$ cat src/pgw_pkg.sv
package pgw_pkg;

  // default parameter values
  localparam int VA_BITS_DEF = 38;
  localparam int PA_BITS_DEF = 34;

  // fixed field widths
  localparam int ADDR_W     = 35;
  localparam int DIR_BASE_W = 34;
  localparam int ENTRY_W    = 32;
  localparam int ACT_W      = 2;
  localparam int ACC_W      = 2;
  localparam int KIND_W     = 2;
  localparam int STATUS_W   = 2;
  localparam int CFG_IDX_W  = 1;

  // page geometry
  localparam int DIR_SHIFT_128K      = 27;
  localparam int DIR_SHIFT_64K       = 26;
  localparam int PAGE_SHIFT_BIG_128K = 17;
  localparam int PAGE_SHIFT_BIG_64K  = 16;
  localparam int PAGE_SHIFT_SMALL    = 12;
  localparam int BIG_RANGE_BIT       = 34;
  localparam int ENTRY_FRAME_LSB     = 4;
  localparam int FRAME_SHIFT         = 12;
  localparam int ENTRY_SIZE_SHIFT    = 3;
  localparam int PSHIFT_W            = 5;

  // entry bit positions
  localparam int LO_VALID_BIT     = 0;
  localparam int LO_READ_ONLY_BIT = 2;
  localparam int HI_BIG_AP_BIT    = 3;
  localparam int HI_SMALL_AP_BIT  = 0;
  localparam int HI_SMALL_VLD_BIT = 2;
  localparam int HI_RD_DIS_BIT    = 30;
  localparam int ACC_READ_BIT     = 0;
  localparam int ACC_WRITE_BIT    = 1;

  // action codes
  localparam logic [ACT_W-1:0] ACT_START       = 2'd0;
  localparam logic [ACT_W-1:0] ACT_DIR_REPLY   = 2'd1;
  localparam logic [ACT_W-1:0] ACT_TABLE_REPLY = 2'd2;

  // result kinds
  localparam logic [KIND_W-1:0] KIND_FETCH_DIR   = 2'd0;
  localparam logic [KIND_W-1:0] KIND_FETCH_TABLE = 2'd1;
  localparam logic [KIND_W-1:0] KIND_DONE        = 2'd2;

  // status codes
  localparam logic [STATUS_W-1:0] ST_OK     = 2'd0;
  localparam logic [STATUS_W-1:0] ST_DECODE = 2'd1;
  localparam logic [STATUS_W-1:0] ST_ACCESS = 2'd2;
  localparam logic [STATUS_W-1:0] ST_BUS    = 2'd3;

  // register indexes
  localparam logic [CFG_IDX_W-1:0] REG_DIR_BASE = 1'd0;
  localparam logic [CFG_IDX_W-1:0] REG_BIG_PAGE = 1'd1;

  typedef enum logic [1:0] {
    PH_IDLE,
    PH_DIR,
    PH_TABLE
  } phase_t;

  typedef struct packed {
    logic [DIR_BASE_W-1:0] dir_base;
    logic                  big_page_128k;
  } cfg_t;

  typedef struct packed {
    logic                valid;
    logic [KIND_W-1:0]   result_kind;
    logic [ADDR_W-1:0]   address;
    logic [STATUS_W-1:0] status;
  } result_t;

endpackage

$ cat src/pgw_cfg_regs.sv
module pgw_cfg_regs import pgw_pkg::*; (
  input  logic                  clk,
  input  logic                  rst_n,
  input  logic                  cfg_we,
  input  logic [CFG_IDX_W-1:0]  cfg_index,
  input  logic [DIR_BASE_W-1:0] cfg_wdata,
  output cfg_t                  cfg
);

  cfg_t cfg_r, cfg_nxt;

  // register write decode
  always_comb begin
    cfg_nxt = cfg_r;
    if (cfg_we) begin
      case (cfg_index)
        REG_DIR_BASE: cfg_nxt.dir_base = cfg_wdata;
        REG_BIG_PAGE: cfg_nxt.big_page_128k = cfg_wdata[0];
        default: cfg_nxt = cfg_r;
      endcase
    end
  end

  always_ff @(posedge clk) begin
    if (!rst_n) begin
      cfg_r.dir_base      <= '0;
      cfg_r.big_page_128k <= 1'b1;
    end else begin
      cfg_r <= cfg_nxt;
    end
  end

  assign cfg = cfg_r;

endmodule

$ cat config.mk
export PLATFORM = sky130hd
export DESIGN_NAME = pgw_cfg_regs
export DESIGN_NICKNAME = d
export VERILOG_FILES = /design/src/pgw_pkg.sv /design/src/pgw_cfg_regs.sv
export SDC_FILE = /design/constraint.sdc
export NUM_CORES = 1
export LEC_CHECK = 0
export BUFFER_PORTS_ARGS = -buffer_cell sky130_fd_sc_hd__buf_2
export CAP_MARGIN = 30
export CORE_MARGIN = 10
export CORE_UTILIZATION = 44
export CTS_BUF_LIST = sky130_fd_sc_hd__clkbuf_4
export DETAILED_ROUTE_END_ITERATION = 8
export PLACE_DENSITY_LB_ADDON = 0.25
export SKIP_CTS_REPAIR_TIMING = 1
export SLEW_MARGIN = 20
export SYNTH_ARGS = -nofsm -noshare
export SYNTH_HDL_FRONTEND = slang
export SYNTH_SLANG_ARGS = --single-unit
$ cat constraint.sdc
create_clock -name clk -period 1.7 [get_ports clk]
set_clock_uncertainty 0.05 [all_clocks]
set_input_delay 0.085 -clock clk [delete_from_list [all_inputs] [get_ports clk]]
set_output_delay 0.085 -clock clk [all_outputs]
set_load 0.1 [all_outputs]
After elaboration in Yosys (flattened, before gate mapping)
Index checks and enable logic that the tools add are counted.

storage, ports and cells
  bits of input ports = 38
  bits in registers = 35
  word-level logic and storage cells = 5
  output and inout bits = 35

cells by class
  reductions and logical operators = 2
  bitwise logic cells = 1

operator list
  operator          number
  $reduce_and 2->1  2
  $not 1->1         1

Logic depth before layout (Yosys ltp)
  depth in word-level cells = 2
  depth in mapped cells = 5
  mapped depth without buffers = 2

Worst setup path after synthesis
No wires, ideal clock.

  path kind = reg-to-reg
  from = register cfg[10] (netlist name)
  to = register cfg_r (netlist bit cfg[10])
  stages on the path, launching flop included = 3
  clock period less this slack = 1,272 ps
  slack = 428 ps
  arrival = 1,150 ps
  cell sequence = dfxtp_1 > nand2_1 > mux2i_1

RTL lines
  element                 line                text
  end signal: assignment  pgw_cfg_regs.sv:29  cfg_r <= cfg_nxt;
  end: declaration        pgw_cfg_regs.sv:10  cfg_t cfg_r, cfg_nxt;

Worst setup path in the final report
  from = register cfg_r (netlist bit cfg[26])
  to = output cfg[26] (netlist name)

RTL lines
  element           line               text
  end: declaration  pgw_cfg_regs.sv:7  output cfg_t cfg

No word-level cell between the ends.

==> results.txt <==
Slew Limit Fails = 0
Commonest non-fill, non-tap cells in the layout = buf_2 (72), nand2_1 (68), dfxtp_1 (35)
Yosys cell types = 11
Vias per inst = 4.38
Switching share of power = 36.8%
Gp weighted congestion = 0.660
Synth area leader = dfxtp_1
Rows = 20
Pre-CTS setup slack = 0.720 ns
Peak per-stage delay on the critical path = 0.44 ns
Routed Wire Length = 3.99 mm
FILL cells = 279
Worst skew pair latency = 0.33 ns
Initial antenna violation count = 0
Max_cap viols = 0
Multi-input gate area = 629 µm²
Clock power frac = 22.6%
ANT cells = 0
CP max FO = 2
Flops & latches, synth = 35
Hold slack = 0.0152 ns
HPWL after DPL = 2.48 mm
I/O Pins = 73
Worst-margin pin slew = 0.497 ns
Slew HR = 67.1%
Leakage = 1.06 nW
Pre-antenna DRT Iters = 4
TritonCTS buffer count = 5
Share of layout cells above drive strength 1 = 31.9%
Pwr/cell area = 866 mW/mm²
Worst EP arrival = 1.14 ns
Register area share after synthesis = 48.3%
Slowest cell on crit path = buf_2
Kind of critical path = reg2out
WP buf/inv = 1
Switching power = 0.694 mW
Area growth syn-to-layout = 50.2%
DRC violations left = 0
Routed Antenna Nets = 0
Die Span X = 77.4 µm
CTS tree = done
Clock input transition at the sequential cells of the worst setup and hold paths = 0.10 ns
Crit path launch type = flop
Post-synth net total = 191
Max Clock Freq = 787 MHz
Logic pwr share = 30.6%
Max FFs per register = 35
Port bufs = 72
Post-synth top area share = 48.3%
YS warnings = 0
Commonest non-fill, non-tap cell in the layout = buf_2
Worst Hold Class = in2reg
Core area = 0.00310 mm²
Layout Nets = 294
Unrepaired setup endpoints after global routing = no
First-pass GRT wire length = 5.44 mm
Synth area leaders = dfxtp_1 (48%), mux2i_1 (23%), nand2_1 (18%), buf_12 (4.1%), buf_2 (2.1%)
CTS Buffer Depth = 2
Final setup viols = 0
GRT overflow = 0
Setup WS post-layout = 0.429 ns
Vias = 1,317
Largest net degree at the start of global routing = 70
Root buf cell = clkbuf_4
Routed length per instance = 13.3 µm
All-Layer GR Usage = 11.1%
Status = complete, no violations
Initial Utilization = 46.7%
Crit-path cells = buf_2
Cell area after synthesis = 0.00145 mm²
Num Clock Sinks = 35
Worst Path Required = 1.56 ns
Pint = 1.19 mW
Post-Syn Instances = 153
Die Ht = 77.4 µm
Mean Syn Cell Area = 9.48 µm²
Reg area = 701 µm²
Initial DRC count = 62
Seq pwr share = 46.7%
Vias in the first global route = 1,205
VDD IR-drop max = 0.000485 V
Hold Violations, Final = 0
Critical Path End Type = output pin
Setup TNS = 0 ns
CP top delay family = buffers and inverters
Crit share post-route = 74.8%
Crit path time final = 1.27 ns
Die ar. = 0.00599 mm²
H-tree levels = 2
power groups by stage:
stage / sequential, mW / clock (mW) / combinational [mW]
after floorplan: 1.20 / 0 / 0.124
after global placement: 0.900 / 0 / 0.514
after detailed placement: 0.900 / 0 / 0.518
after CTS: 0.882 / 0.443 / 0.518
after global routing: 0.887 / 0.472 / 0.608
final: 0.882 / 0.427 / 0.577
logic make-up (layout without fill, tap and decap cells):
family | Yosys count | count (layout) | share of synthesized area (%)
mux | 34 | 34 | 23.5
simple gates | 70 | 70 | 19.2
compound gates | 2 | 2 | 0.690
flops | 35 | 35 | 48.3
buf+inv | 12 | 116 | 8.28
path summary, 6_finish.rpt:
check	endpoint	slack (ns)	depth (start not counted)	from
worst min register to register	cfg[27]	0.41	2	cfg[27]
worst min-delay path	cfg[0]	0.02	3	cfg_we
worst max-delay path	cfg[26]	0.43	1	cfg[26]
worst max register to register	cfg[26]	1.01	2	cfg[26]
through the flow:
stage | utilization [%] | std cells | instance area (µm²) | total power, mW
global placement | 57.5 | 259 | 1790 | 1.41
finish | 70.2 | 301 | 2180 | 1.89
floorplan | - | 153 | 1450 | 1.33
global route | 70.2 | 301 | 2180 | 1.97
detailed placement | 57.5 | 259 | 1790 | 1.42
CTS | 59.2 | 267 | 1840 | 1.84
final cells by class:
type / instances / share of cell area (%)
flip-flops and latches: 35 / 32.2
repair buffers: 108 / 34.0
clock buffers: 6 / 2.07
multi-input cells: 106 / 28.9
well taps: 44 / 2.53
clock inverters: 2 / 0.345
synth_stat cells, drive strengths merged:
cell and number:
nand2 68, dfxtp 35, and3b 1, nor2b 1, a21oi 1, o21ai 1
mux2i 34, buf 12
worst min-delay path, stage by stage:
cell	delay, ns
buf_2	0.10
a21oi_1	0.05
o21ai_0	0.13
metal layers:
metal  GRT usage [%]  wire [µm]  up-vias
met5               0          0        -
met4            6.02         65        0
met3            6.45        358        7
met2            17.3       1950       45
met1            11.5       1620      567
li1                -          -      698
Note: power is estimated with default switching activity, not from simulation.
