[config.mk]
export PLATFORM = sky130hd
export DESIGN_NAME = pgw_step
export DESIGN_NICKNAME = d
export VERILOG_FILES = /design/src/pgw_pkg.sv /design/src/pgw_step.sv
export SDC_FILE = /design/constraint.sdc
export NUM_CORES = 1
export LEC_CHECK = 0
export BUFFER_PORTS_ARGS = -buffer_cell sky130_fd_sc_hd__clkbuf_2
export CORE_MARGIN = 2
export CORE_UTILIZATION = 50
export DETAILED_ROUTE_END_ITERATION = 7
export GPL_ROUTABILITY_DRIVEN = 1
export GPL_TIMING_DRIVEN = 1
export PLACE_DENSITY = 0.91
export SLEW_MARGIN = 10
export SYNTH_ARGS = -nofsm -noshare
export SYNTH_HDL_FRONTEND = slang
export SYNTH_SLANG_ARGS = --single-unit
[constraint.sdc]
create_clock -name vclk -period 12.7
set_input_delay 1.27 -clock vclk [all_inputs]
set_output_delay 1.27 -clock vclk [all_outputs]
set_load 0.005 [all_outputs]
[src/pgw_pkg.sv]
package pgw_pkg;

  // default parameter values
  localparam int VA_BITS_DEF = 38;
  localparam int PA_BITS_DEF = 34;

  // fixed field widths
  localparam int ADDR_W     = 35;
  localparam int DIR_BASE_W = 34;
  localparam int ENTRY_W    = 32;
  localparam int ACT_W      = 2;
  localparam int ACC_W      = 2;
  localparam int KIND_W     = 2;
  localparam int STATUS_W   = 2;
  localparam int CFG_IDX_W  = 1;

  // page geometry
  localparam int DIR_SHIFT_128K      = 27;
  localparam int DIR_SHIFT_64K       = 26;
  localparam int PAGE_SHIFT_BIG_128K = 17;
  localparam int PAGE_SHIFT_BIG_64K  = 16;
  localparam int PAGE_SHIFT_SMALL    = 12;
  localparam int BIG_RANGE_BIT       = 34;
  localparam int ENTRY_FRAME_LSB     = 4;
  localparam int FRAME_SHIFT         = 12;
  localparam int ENTRY_SIZE_SHIFT    = 3;
  localparam int PSHIFT_W            = 5;

  // entry bit positions
  localparam int LO_VALID_BIT     = 0;
  localparam int LO_READ_ONLY_BIT = 2;
  localparam int HI_BIG_AP_BIT    = 3;
  localparam int HI_SMALL_AP_BIT  = 0;
  localparam int HI_SMALL_VLD_BIT = 2;
  localparam int HI_RD_DIS_BIT    = 30;
  localparam int ACC_READ_BIT     = 0;
  localparam int ACC_WRITE_BIT    = 1;

  // action codes
  localparam logic [ACT_W-1:0] ACT_START       = 2'd0;
  localparam logic [ACT_W-1:0] ACT_DIR_REPLY   = 2'd1;
  localparam logic [ACT_W-1:0] ACT_TABLE_REPLY = 2'd2;

  // result kinds
  localparam logic [KIND_W-1:0] KIND_FETCH_DIR   = 2'd0;
  localparam logic [KIND_W-1:0] KIND_FETCH_TABLE = 2'd1;
  localparam logic [KIND_W-1:0] KIND_DONE        = 2'd2;

  // status codes
  localparam logic [STATUS_W-1:0] ST_OK     = 2'd0;
  localparam logic [STATUS_W-1:0] ST_DECODE = 2'd1;
  localparam logic [STATUS_W-1:0] ST_ACCESS = 2'd2;
  localparam logic [STATUS_W-1:0] ST_BUS    = 2'd3;

  // register indexes
  localparam logic [CFG_IDX_W-1:0] REG_DIR_BASE = 1'd0;
  localparam logic [CFG_IDX_W-1:0] REG_BIG_PAGE = 1'd1;

  typedef enum logic [1:0] {
    PH_IDLE,
    PH_DIR,
    PH_TABLE
  } phase_t;

  typedef struct packed {
    logic [DIR_BASE_W-1:0] dir_base;
    logic                  big_page_128k;
  } cfg_t;

  typedef struct packed {
    logic                valid;
    logic [KIND_W-1:0]   result_kind;
    logic [ADDR_W-1:0]   address;
    logic [STATUS_W-1:0] status;
  } result_t;

endpackage

[src/pgw_step.sv]
module pgw_step import pgw_pkg::*; #(
  parameter int VA_W = VA_BITS_DEF,
  parameter int PA_W = PA_BITS_DEF
) (
  input  cfg_t               cfg,
  input  phase_t             phase,
  input  logic [VA_W-1:0]    pend_va,
  input  logic [ACC_W-1:0]   pend_acc,
  input  logic [ACT_W-1:0]   action,
  input  logic [VA_W-1:0]    item_va,
  input  logic [ENTRY_W-1:0] entry_lo,
  input  logic [ENTRY_W-1:0] entry_hi,
  input  logic               bus_error,
  output result_t            res,
  output phase_t             phase_nxt
);

  localparam int VX_W    = (VA_W > ADDR_W) ? VA_W : ADDR_W;
  localparam int FRAME_W = ENTRY_W - ENTRY_FRAME_LSB + FRAME_SHIFT;
  localparam int SPAN_W  = DIR_SHIFT_128K;
  localparam int OFS_W   = PAGE_SHIFT_BIG_128K;
  localparam logic [63:0] PA_MASK = (64'd1 << PA_W) - 64'd1;
  localparam logic [SPAN_W-1:0] SPAN_MASK_64K = SPAN_W'((64'd1 << DIR_SHIFT_64K) - 64'd1);

  logic [VX_W-1:0]     va_x;
  logic                big_range;
  logic [VX_W-1:0]     dir_idx;
  logic [ADDR_W-1:0]   root_base;
  logic [ADDR_W-1:0]   dir_fetch_addr;
  logic [SPAN_W-1:0]   span;
  logic [PSHIFT_W-1:0] pshift;
  logic [SPAN_W-1:0]   tbl_idx;
  logic                big_ap;
  logic                small_ap;
  logic [ENTRY_W-1:0]  frame_src;
  logic [FRAME_W-1:0]  dir_frame;
  logic [ADDR_W-1:0]   tbl_fetch_addr;
  logic [FRAME_W-1:0]  page_frame;
  logic [OFS_W-1:0]    ofs_mask;
  logic [ADDR_W-1:0]   phys_addr;
  logic                access_fault;

  // address arithmetic for all three phases
  always_comb begin
    va_x      = (action == ACT_START) ? VX_W'(item_va) : VX_W'(pend_va);
    big_range = |va_x[VX_W-1:BIG_RANGE_BIT];

    // directory entry address
    dir_idx = cfg.big_page_128k ? (va_x >> DIR_SHIFT_128K) : (va_x >> DIR_SHIFT_64K);
    root_base = ADDR_W'(cfg.dir_base & PA_MASK[DIR_BASE_W-1:0]);
    dir_fetch_addr = root_base + ADDR_W'(dir_idx << ENTRY_SIZE_SHIFT);

    // page size for this address
    if (!big_range) begin
      pshift = PSHIFT_W'(PAGE_SHIFT_SMALL);
    end else if (cfg.big_page_128k) begin
      pshift = PSHIFT_W'(PAGE_SHIFT_BIG_128K);
    end else begin
      pshift = PSHIFT_W'(PAGE_SHIFT_BIG_64K);
    end

    // table entry address
    span = va_x[SPAN_W-1:0];
    if (!cfg.big_page_128k) begin
      span = span & SPAN_MASK_64K;
    end
    tbl_idx   = span >> pshift;
    big_ap    = entry_lo[LO_VALID_BIT] && entry_hi[HI_BIG_AP_BIT];
    small_ap  = entry_hi[HI_SMALL_AP_BIT] && entry_hi[HI_SMALL_VLD_BIT];
    frame_src = big_ap ? entry_lo : entry_hi;
    dir_frame = {frame_src[ENTRY_W-1:ENTRY_FRAME_LSB], {FRAME_SHIFT{1'b0}}}
                & PA_MASK[FRAME_W-1:0];
    tbl_fetch_addr = dir_frame[ADDR_W-1:0] + (ADDR_W'(tbl_idx) << ENTRY_SIZE_SHIFT);

    // physical address
    page_frame = {entry_lo[ENTRY_W-1:ENTRY_FRAME_LSB], {FRAME_SHIFT{1'b0}}}
                 & PA_MASK[FRAME_W-1:0];
    ofs_mask  = ~({OFS_W{1'b1}} << pshift);
    phys_addr = page_frame[ADDR_W-1:0] | ADDR_W'(va_x[OFS_W-1:0] & ofs_mask);

    access_fault = (entry_lo[LO_READ_ONLY_BIT] && pend_acc[ACC_WRITE_BIT]) ||
                   (entry_hi[HI_RD_DIS_BIT] && pend_acc[ACC_READ_BIT]);
  end

  // phase sequencing and result select
  always_comb begin
    res       = '0;
    phase_nxt = phase;
    case (action)
      ACT_START: begin
        res.valid       = 1'b1;
        res.result_kind = KIND_FETCH_DIR;
        res.address     = dir_fetch_addr;
        res.status      = ST_OK;
        phase_nxt       = PH_DIR;
      end
      ACT_DIR_REPLY: begin
        if (phase == PH_DIR) begin
          res.valid = 1'b1;
          phase_nxt = PH_IDLE;
          if (bus_error) begin
            res.result_kind = KIND_DONE;
            res.status      = ST_BUS;
          end else if (big_ap || small_ap) begin
            res.result_kind = KIND_FETCH_TABLE;
            res.address     = tbl_fetch_addr;
            res.status      = ST_OK;
            phase_nxt       = PH_TABLE;
          end else begin
            res.result_kind = KIND_DONE;
            res.status      = ST_DECODE;
          end
        end
      end
      ACT_TABLE_REPLY: begin
        if (phase == PH_TABLE) begin
          res.valid       = 1'b1;
          res.result_kind = KIND_DONE;
          phase_nxt       = PH_IDLE;
          if (bus_error) begin
            res.status = ST_BUS;
          end else if (!entry_lo[LO_VALID_BIT]) begin
            res.status = ST_DECODE;
          end else if (access_fault) begin
            res.status = ST_ACCESS;
          end else begin
            res.address = phys_addr;
            res.status  = ST_OK;
          end
        end
      end
      default: begin
        res       = '0;
        phase_nxt = phase;
      end
    endcase
  end

endmodule

# Word-level counts from Yosys, hierarchy flattened
# Cells that the tools add are included.
# W data, S select, Z words.
# op_classes
add_sub_neg	2
n_eq_ne	4
shift	2
muxes	26
n_bitwise	3
n_reduce_logical	8
# ops
op	count
$pmux W40 S3	1
$mux W35	3
$mux W40	2
$mux W34	2
$mux W38	1
$add A34 B15 Y35	1
$add A34 B30 Y35	1
$or A34 B17 Y34	1
$mux W27	1
$shr A27 B5 Y27	1
$mux W26	1
$mux W2	10
$and A17 B17 Y17	1
$not A17 Y17	1
$shl A17 B5 Y17 const A	1
$mux W12	1
$pmux W2 S3	1
$mux W5	1
$eq A2 B1 Y1 const B	2
$eq A2 B2 Y1 const B	2
$logic_and A1 B1 Y1	4
$reduce_or A4 Y1	1
$logic_not A2 Y1	1
$logic_or A1 B1 Y1	2
$mux W1	2
# totals
ff_bits	0
in_bits	182
out_inout_bits	42

# Logic depth before layout (Yosys ltp)
# Gate-level depths: netlist (run 1).
# depth
ltp_word	13
ltp_mapped	19
mapped_depth_nobuf	18

# Least setup slack after synthesis (run 1)
# Ideal clock, no wire load.
# synth_path
kind	input port to output port
from	input port pend_va[34]
to	output port res[35] in the netlist's numbering
arrival_time_ns	4.628
required_time_ns	11.430
slack_ns	6.802
stages	14
path_buffers	0
cell_sequence	or4_1 > a21oi_1 > nand2b_4 > mux4_2 > and2_1 > ha_1 > and2_1 > o2111a_1 > nor2_2 > a31oi_4 > o21ai_2 > a2bb2oi_2 > mux2_4 > a311o_1
# synth_rtl
item	line	rtl
from (decl)	pgw_step.sv:7	input logic [VA_W-1:0] pend_va,
to (decl)	pgw_step.sv:14	output result_t res,

==> impl_metrics.yaml, run 1 <==
status:
  status: "finished clean"
worst_setup_path:
  crit_path_max_fanout: 29
  crit_path_top_delay_cell: "a21oi_2"
  cpLargestDelayFamily: "compound AO/OA/AOI/OAI gates"
  max_stage_delay_ns: 0.82
  cp_data_required_time_ns: 11.43
  crit_type: "in2out"
  start_kind: "primary input"
  crit_path_end_kind: "output pin"
  crit_top_cell: "clkbuf_2"
  path_cells: "clkbuf_2 > or4_1 > a21oi_2 > nand2b_4 > mux4_2 > nor2_1 > a21oi_1 > ha_1 > inv_1 > fa_1 > nor2b_1 > o31a_1 > nor3_1 > o211a_1 > o21ai_1 > mux2i_1 > o21ai_0 > a221o_1 > clkbuf_2"
  path_buf_inv: 3
  arrival_ns: 5.94
timing:
  max_freq_ghz: 0.1387
  rsz0062_at_grt: "no"
  finalHoldViolCount: 0
  tns_ns: 0
  tightest_slew_ns: 1.123
  fin_crit_sh_pct: 56.77
  drv_slew: 0
  finalCriticalPeriod_ns: 7.210
  setup_ws_ns: 5.490
  setup_viol: 0
  relSlewSlack_pct: 24.94
place:
  hpwl_mm: 10.93
  dp_slack_ns: 5.580
  place_congestion: 0.9698
  placed_cells_incl_taps: 815
  numPortBuffers: 206
power:
  combPwrFrac_pct: 100.0
  p_leak_nw: 2.523
  clockPowerShare_pct: 0
  p_seq_share_pct: 0
  power_density_mw_per_mm2: 43.11
  internal_power_mw: 0.09490
  swShare_pct: 54.28
  ir_worst_vdd_uv: 25.98
  switchingPower_mw: 0.1127
finish:
  antenna_cells: 0
  layout-drive-gt1-share_pct: 36.03
  numSequentialCells: 0
  seq_area_um2: 0
  clkbuf_count: 0
  syn2layout_area_growth_pct: 30.40
  nets: 932
  fillers: 667
  instances_no_fill: 815
floorplan:
  io_pins: 224
  num_rows: 31
  start_util_pct: 51.18
  coreArea_mm2: 0.007214
  dieArea_mm2: 0.008088
  die_x_um: 89.94
  chipHeight_um: 89.94
yosys:
  synth-seq-area-share_pct: 0
  synth.avg_cell_area_um2: 7.101
  synth_area_mm2: 0.003692
  synth_cell_type_count: 75
  netlist_instances: 520
  yosysWarnings: 0
drt:
  drc: 0
  firstDrtPassIters: 5
  vias_per_cell: 6.026
  vias: 4911
  routedWlPerCell_um: 16.47
  drt_wl_total_mm: 13.42
  first_iter_violations: 277
  drtAntennaViolNets: 0
global_route:
  grt.overflow.total: 0
  use_met3_pct: 2.179
  antenna_found_initial: 0
  grt.busiest_layer: "met2"
  grt_util_met1_pct: 39.03
  grt_util_met2_pct: 57.32
  grt_max_degree: 46
  grt_pass1_wl_mm: 21.67
  grt_pass1_vias: 4811
  grt_util_all_layers_pct: 31.40
clock_network:
  cts_resized: 0
  post-cts-setup-buffers: 0
  cts-hold-fix-buffers: 0
run:
  maxCapViolCount: 0
min_path:
  hp-class: "in2out"
-- power by group through the flow --
stage	Combinational (mW)	Clock, mW	Sequential [mW]
6_report	0.208	0	0
5_1_grt	0.227	0	0
4_1_cts	0.203	0	0
3_5_place_dp	0.202	0	0
3_3_place_gp	0.195	0	0
2_1_floorplan	0.135	0	0
-- worst min-delay path, delay by kind of cell --
kind / cells / cell delay, ns
compound gates: 1 / 0.06
buf+inv: 2 / 0.18
simple gates: 1 / 0.04
-- final timing paths --
path | endpoint | cells past startpoint | slack [ns] | start
hold / removal | res[4] | 4 | 2.82 | pend_va[2]
setup / recovery | res[32] | 19 | 5.49 | pend_va[34]
-- final cells by class --
class | instances | area (um^2) | area share (%)
multi-input combinational | 493 | 3585 | 74.45
timing repair buffer | 209 | 1054 | 21.88
inverter | 14 | 52.55 | 1.091
tap | 99 | 123.9 | 2.573
-- logic make-up after synthesis --
family | Yosys count | synth area share (%)
AOI/OAI and AO/OA | 173 | 32.43
muxes | 64 | 19.55
buffers and inverters | 38 | 4.202
xor gates and xnor gates | 40 | 9.488
other | 1 | 0.1016
adders and majority gates | 32 | 11.25
and+or+nand+nor | 172 | 22.98
-- per-layer routing --
| layer | up-vias | wire [um] |
|---|---|---|
| li1 | 2341 | - |
| met2 | 240 | 6636 |
| met4 | 0 | 376 |
| met1 | 2294 | 5407 |
| met5 | - | 0 |
| met3 | 36 | 1000 |
-- per-stage QoR --
step / hold WS [ns] / power, mW / instance area [um^2] / utilization [%]
finish: 2.820 / 0.2076 / 4815 / 66.74
global route: 2.859 / 0.2271 / 4815 / 66.74
detailed placement: 2.822 / 0.2016 / 4815 / 66.74
global placement: 2.811 / 0.1953 / 4815 / 66.74
floorplan: 2.637 / 0.1349 / 3734 / -
CTS: 2.823 / 0.2027 / 4815 / 66.74
-- synth_stat cells (3+ instances only) --
library cell   n  area [um^2]
a2111oi_0      3        26.28
o221ai_1       7        61.31
xor2_1        22        192.7
nand3_1        9        45.04
nand2_1       60        225.2
a221o_1        4        40.04
o21ai_1        7        35.03
mux2i_1       38        380.4
or3_1          4        25.02
mux4_2         4        90.09
nor2b_1        5        31.28
a211oi_1       5        37.54
nand4_1        4        25.02
ha_1          30        375.4
o21ai_0       39        195.2
buf_2          9        45.04
nor2_1        44        165.2
mux2_2        21        236.5
xnor2_1       18        157.7
a21oi_1       35        175.2
a21o_1        13        97.59
and2_1         6        37.54
and3_1         9        56.30
o211ai_1       6        45.04
o21a_1         6        45.04
a22oi_1       14        105.1
o22ai_1        4        25.02
inv_1         13        48.80
o21ai_2        3        26.28
clkbuf_1      13        48.80
nor3_1         6        30.03
nand2b_1       5        31.28
-- placed cells by master (no fill, tap or decap), types with 5 or more instances in the layout --
cell	netlist	layout
clkbuf_2	1	206
nand2_1	60	60
nor2_1	44	43
o21ai_0	39	39
mux2i_1	38	38
a21oi_1	35	34
ha_1	30	30
xor2_1	22	22
mux2_2	21	21
xnor2_1	18	18
a22oi_1	14	14
inv_1	13	13
a21o_1	13	13
conb_1	1	12
nand3_1	9	9
and3_1	9	9
o21ai_1	7	7
o221ai_1	7	7
and2_1	6	6
o21a_1	6	6
o211ai_1	6	6
nor3_1	6	6
nand2b_1	5	5
nor2b_1	5	5
a211oi_1	5	5
No activity file was read; power rests on OpenSTA's default activity.
==> inputs of run 2 (changes only) <==
Settings changed: CORE_UTILIZATION 50 to 42, PLACE_DENSITY 0.91 to 0.81.
Clock period 12.7 ns to 6.2 ns, I/O delays scaled along.
==> impl_metrics.yaml, run 2 (same netlist as run 1, synthesis figures left out) <==
status:
  status: "finished clean"
global_route:
  grt_pass1_wl_mm: 21.30
  grt_max_degree: 33
  antenna_found_initial: 0
  grt_util_all_layers_pct: 25.90
  grt.overflow.total: 0
  grt_pass1_vias: 4623
finish:
  clkbuf_count: 0
  multi_input_area_mm2: 0.003581
  final_util_pct: 56.01
  instances_no_fill: 826
  syn2layout_area_growth_pct: 31.01
  numSequentialCells: 0
  fillers: 861
  final_cell_area_mm2: 0.004837
  final_common_cell: "clkbuf_2"
  mostFrequentLayoutCells: "clkbuf_2 (206), nand2_1 (60), nor2_1 (43)"
  antenna_cells: 0
  nets: 934
  layout-drive-gt1-share_pct: 36.07
  seq_area_um2: 0
drt:
  drc: 0
  vias: 4826
  first_iter_violations: 266
  drt_wl_total_mm: 13.29
  vias_per_cell: 5.843
  drtAntennaViolNets: 0
  routedWlPerCell_um: 16.08
  firstDrtPassIters: 5
run:
  maxCapViolCount: 0
clock_network:
  post-cts-setup-buffers: 0
  cts-hold-fix-buffers: 0
  cts_resized: 0
min_path:
  hold_path.startpoint: "pend_va[0]"
  hp-class: "in2out"
  hold_depth: 4
worst_setup_path:
  cpLargestDelayFamily: "compound AO/OA/AOI/OAI gates"
  cp_num_cells: 16
  path_buf_inv: 2
  crit_path_end_kind: "output pin"
  crit_path_top_delay_cell: "or2_2"
  path_cells: "clkbuf_2 > or2_2 > a21oi_1 > nand2b_4 > mux4_2 > and2_1 > ha_1 > and2_1 > o2111a_1 > nor2_2 > a31oi_4 > o21ai_2 > a2bb2oi_2 > mux2_4 > a311o_1 > clkbuf_2"
  arrival_ns: 4.63
  max_stage_delay_ns: 0.49
  cp_data_required_time_ns: 5.58
  crit_type: "in2out"
  startpoint: "action[1]"
  crit_path_max_fanout: 15
  start_kind: "primary input"
floorplan:
  chipHeight_um: 97.76
  dieArea_mm2: 0.009557
  num_rows: 34
  io_pins: 224
  coreArea_mm2: 0.008636
  start_util_pct: 42.76
  die_x_um: 97.76
power:
  p_leak_nw: 2.532
  ir_worst_vdd_uv: 43.41
  power_density_mw_per_mm2: 87.72
  power_mw: 0.4243
place:
  dpl_cell_area_mm2: 0.004837
  numPortBuffers: 206
  placed_cells_incl_taps: 826
  hpwl_mm: 10.97
  place_congestion: 0.9907
  dp_slack_ns: 0.9780
timing:
  max_freq_ghz: 0.1906
  finalHoldViolCount: 0
  setup_ws_ns: 0.9545
  fin_crit_sh_pct: 84.61
  finalCriticalPeriod_ns: 5.246
  rsz0062_at_grt: "no"
  tns_ns: 0
  setup_viol: 0
  relSlewSlack_pct: 47.13
  tightest_slew_ns: 0.7897
  whs_ns: 1.521
  drv_slew: 0
-- run 2: tightest hold or removal path: cells and delay by family --
family,cells,cell delay [ns]
AND/OR/NAND/NOR,1,0.03
buffers and inverters,2,0.18
AO/OA/AOI/OAI,1,0.06
-- run 2: final timing paths --
| check | slack (ns) | end |
|---|---|---|
| max | 0.95 | res[35] |
| min | 1.52 | res[2] |
-- run 2: power breakdown --
group          total, mW  switching [mW]  internal (mW)
registers              0               0              0
clock network          0               0              0
logic              0.424           0.230          0.194
total              0.424           0.230          0.194
-- run 2: area by class of cell --
class                           count  area share, %
Tap cell                          108          2.794
Inverter                           14          1.086
Multi-Input combinational cell    493          74.03
Timing Repair Buffer              211          22.09
-- run 2: routing by layer --
metal,wire (um),track usage [%],vias up
met2,6378,45.41,221
met4,248,6.944,0
met5,0,0,-
li1,-,-,2358
met1,5748,34.46,2221
met3,910,1.790,26
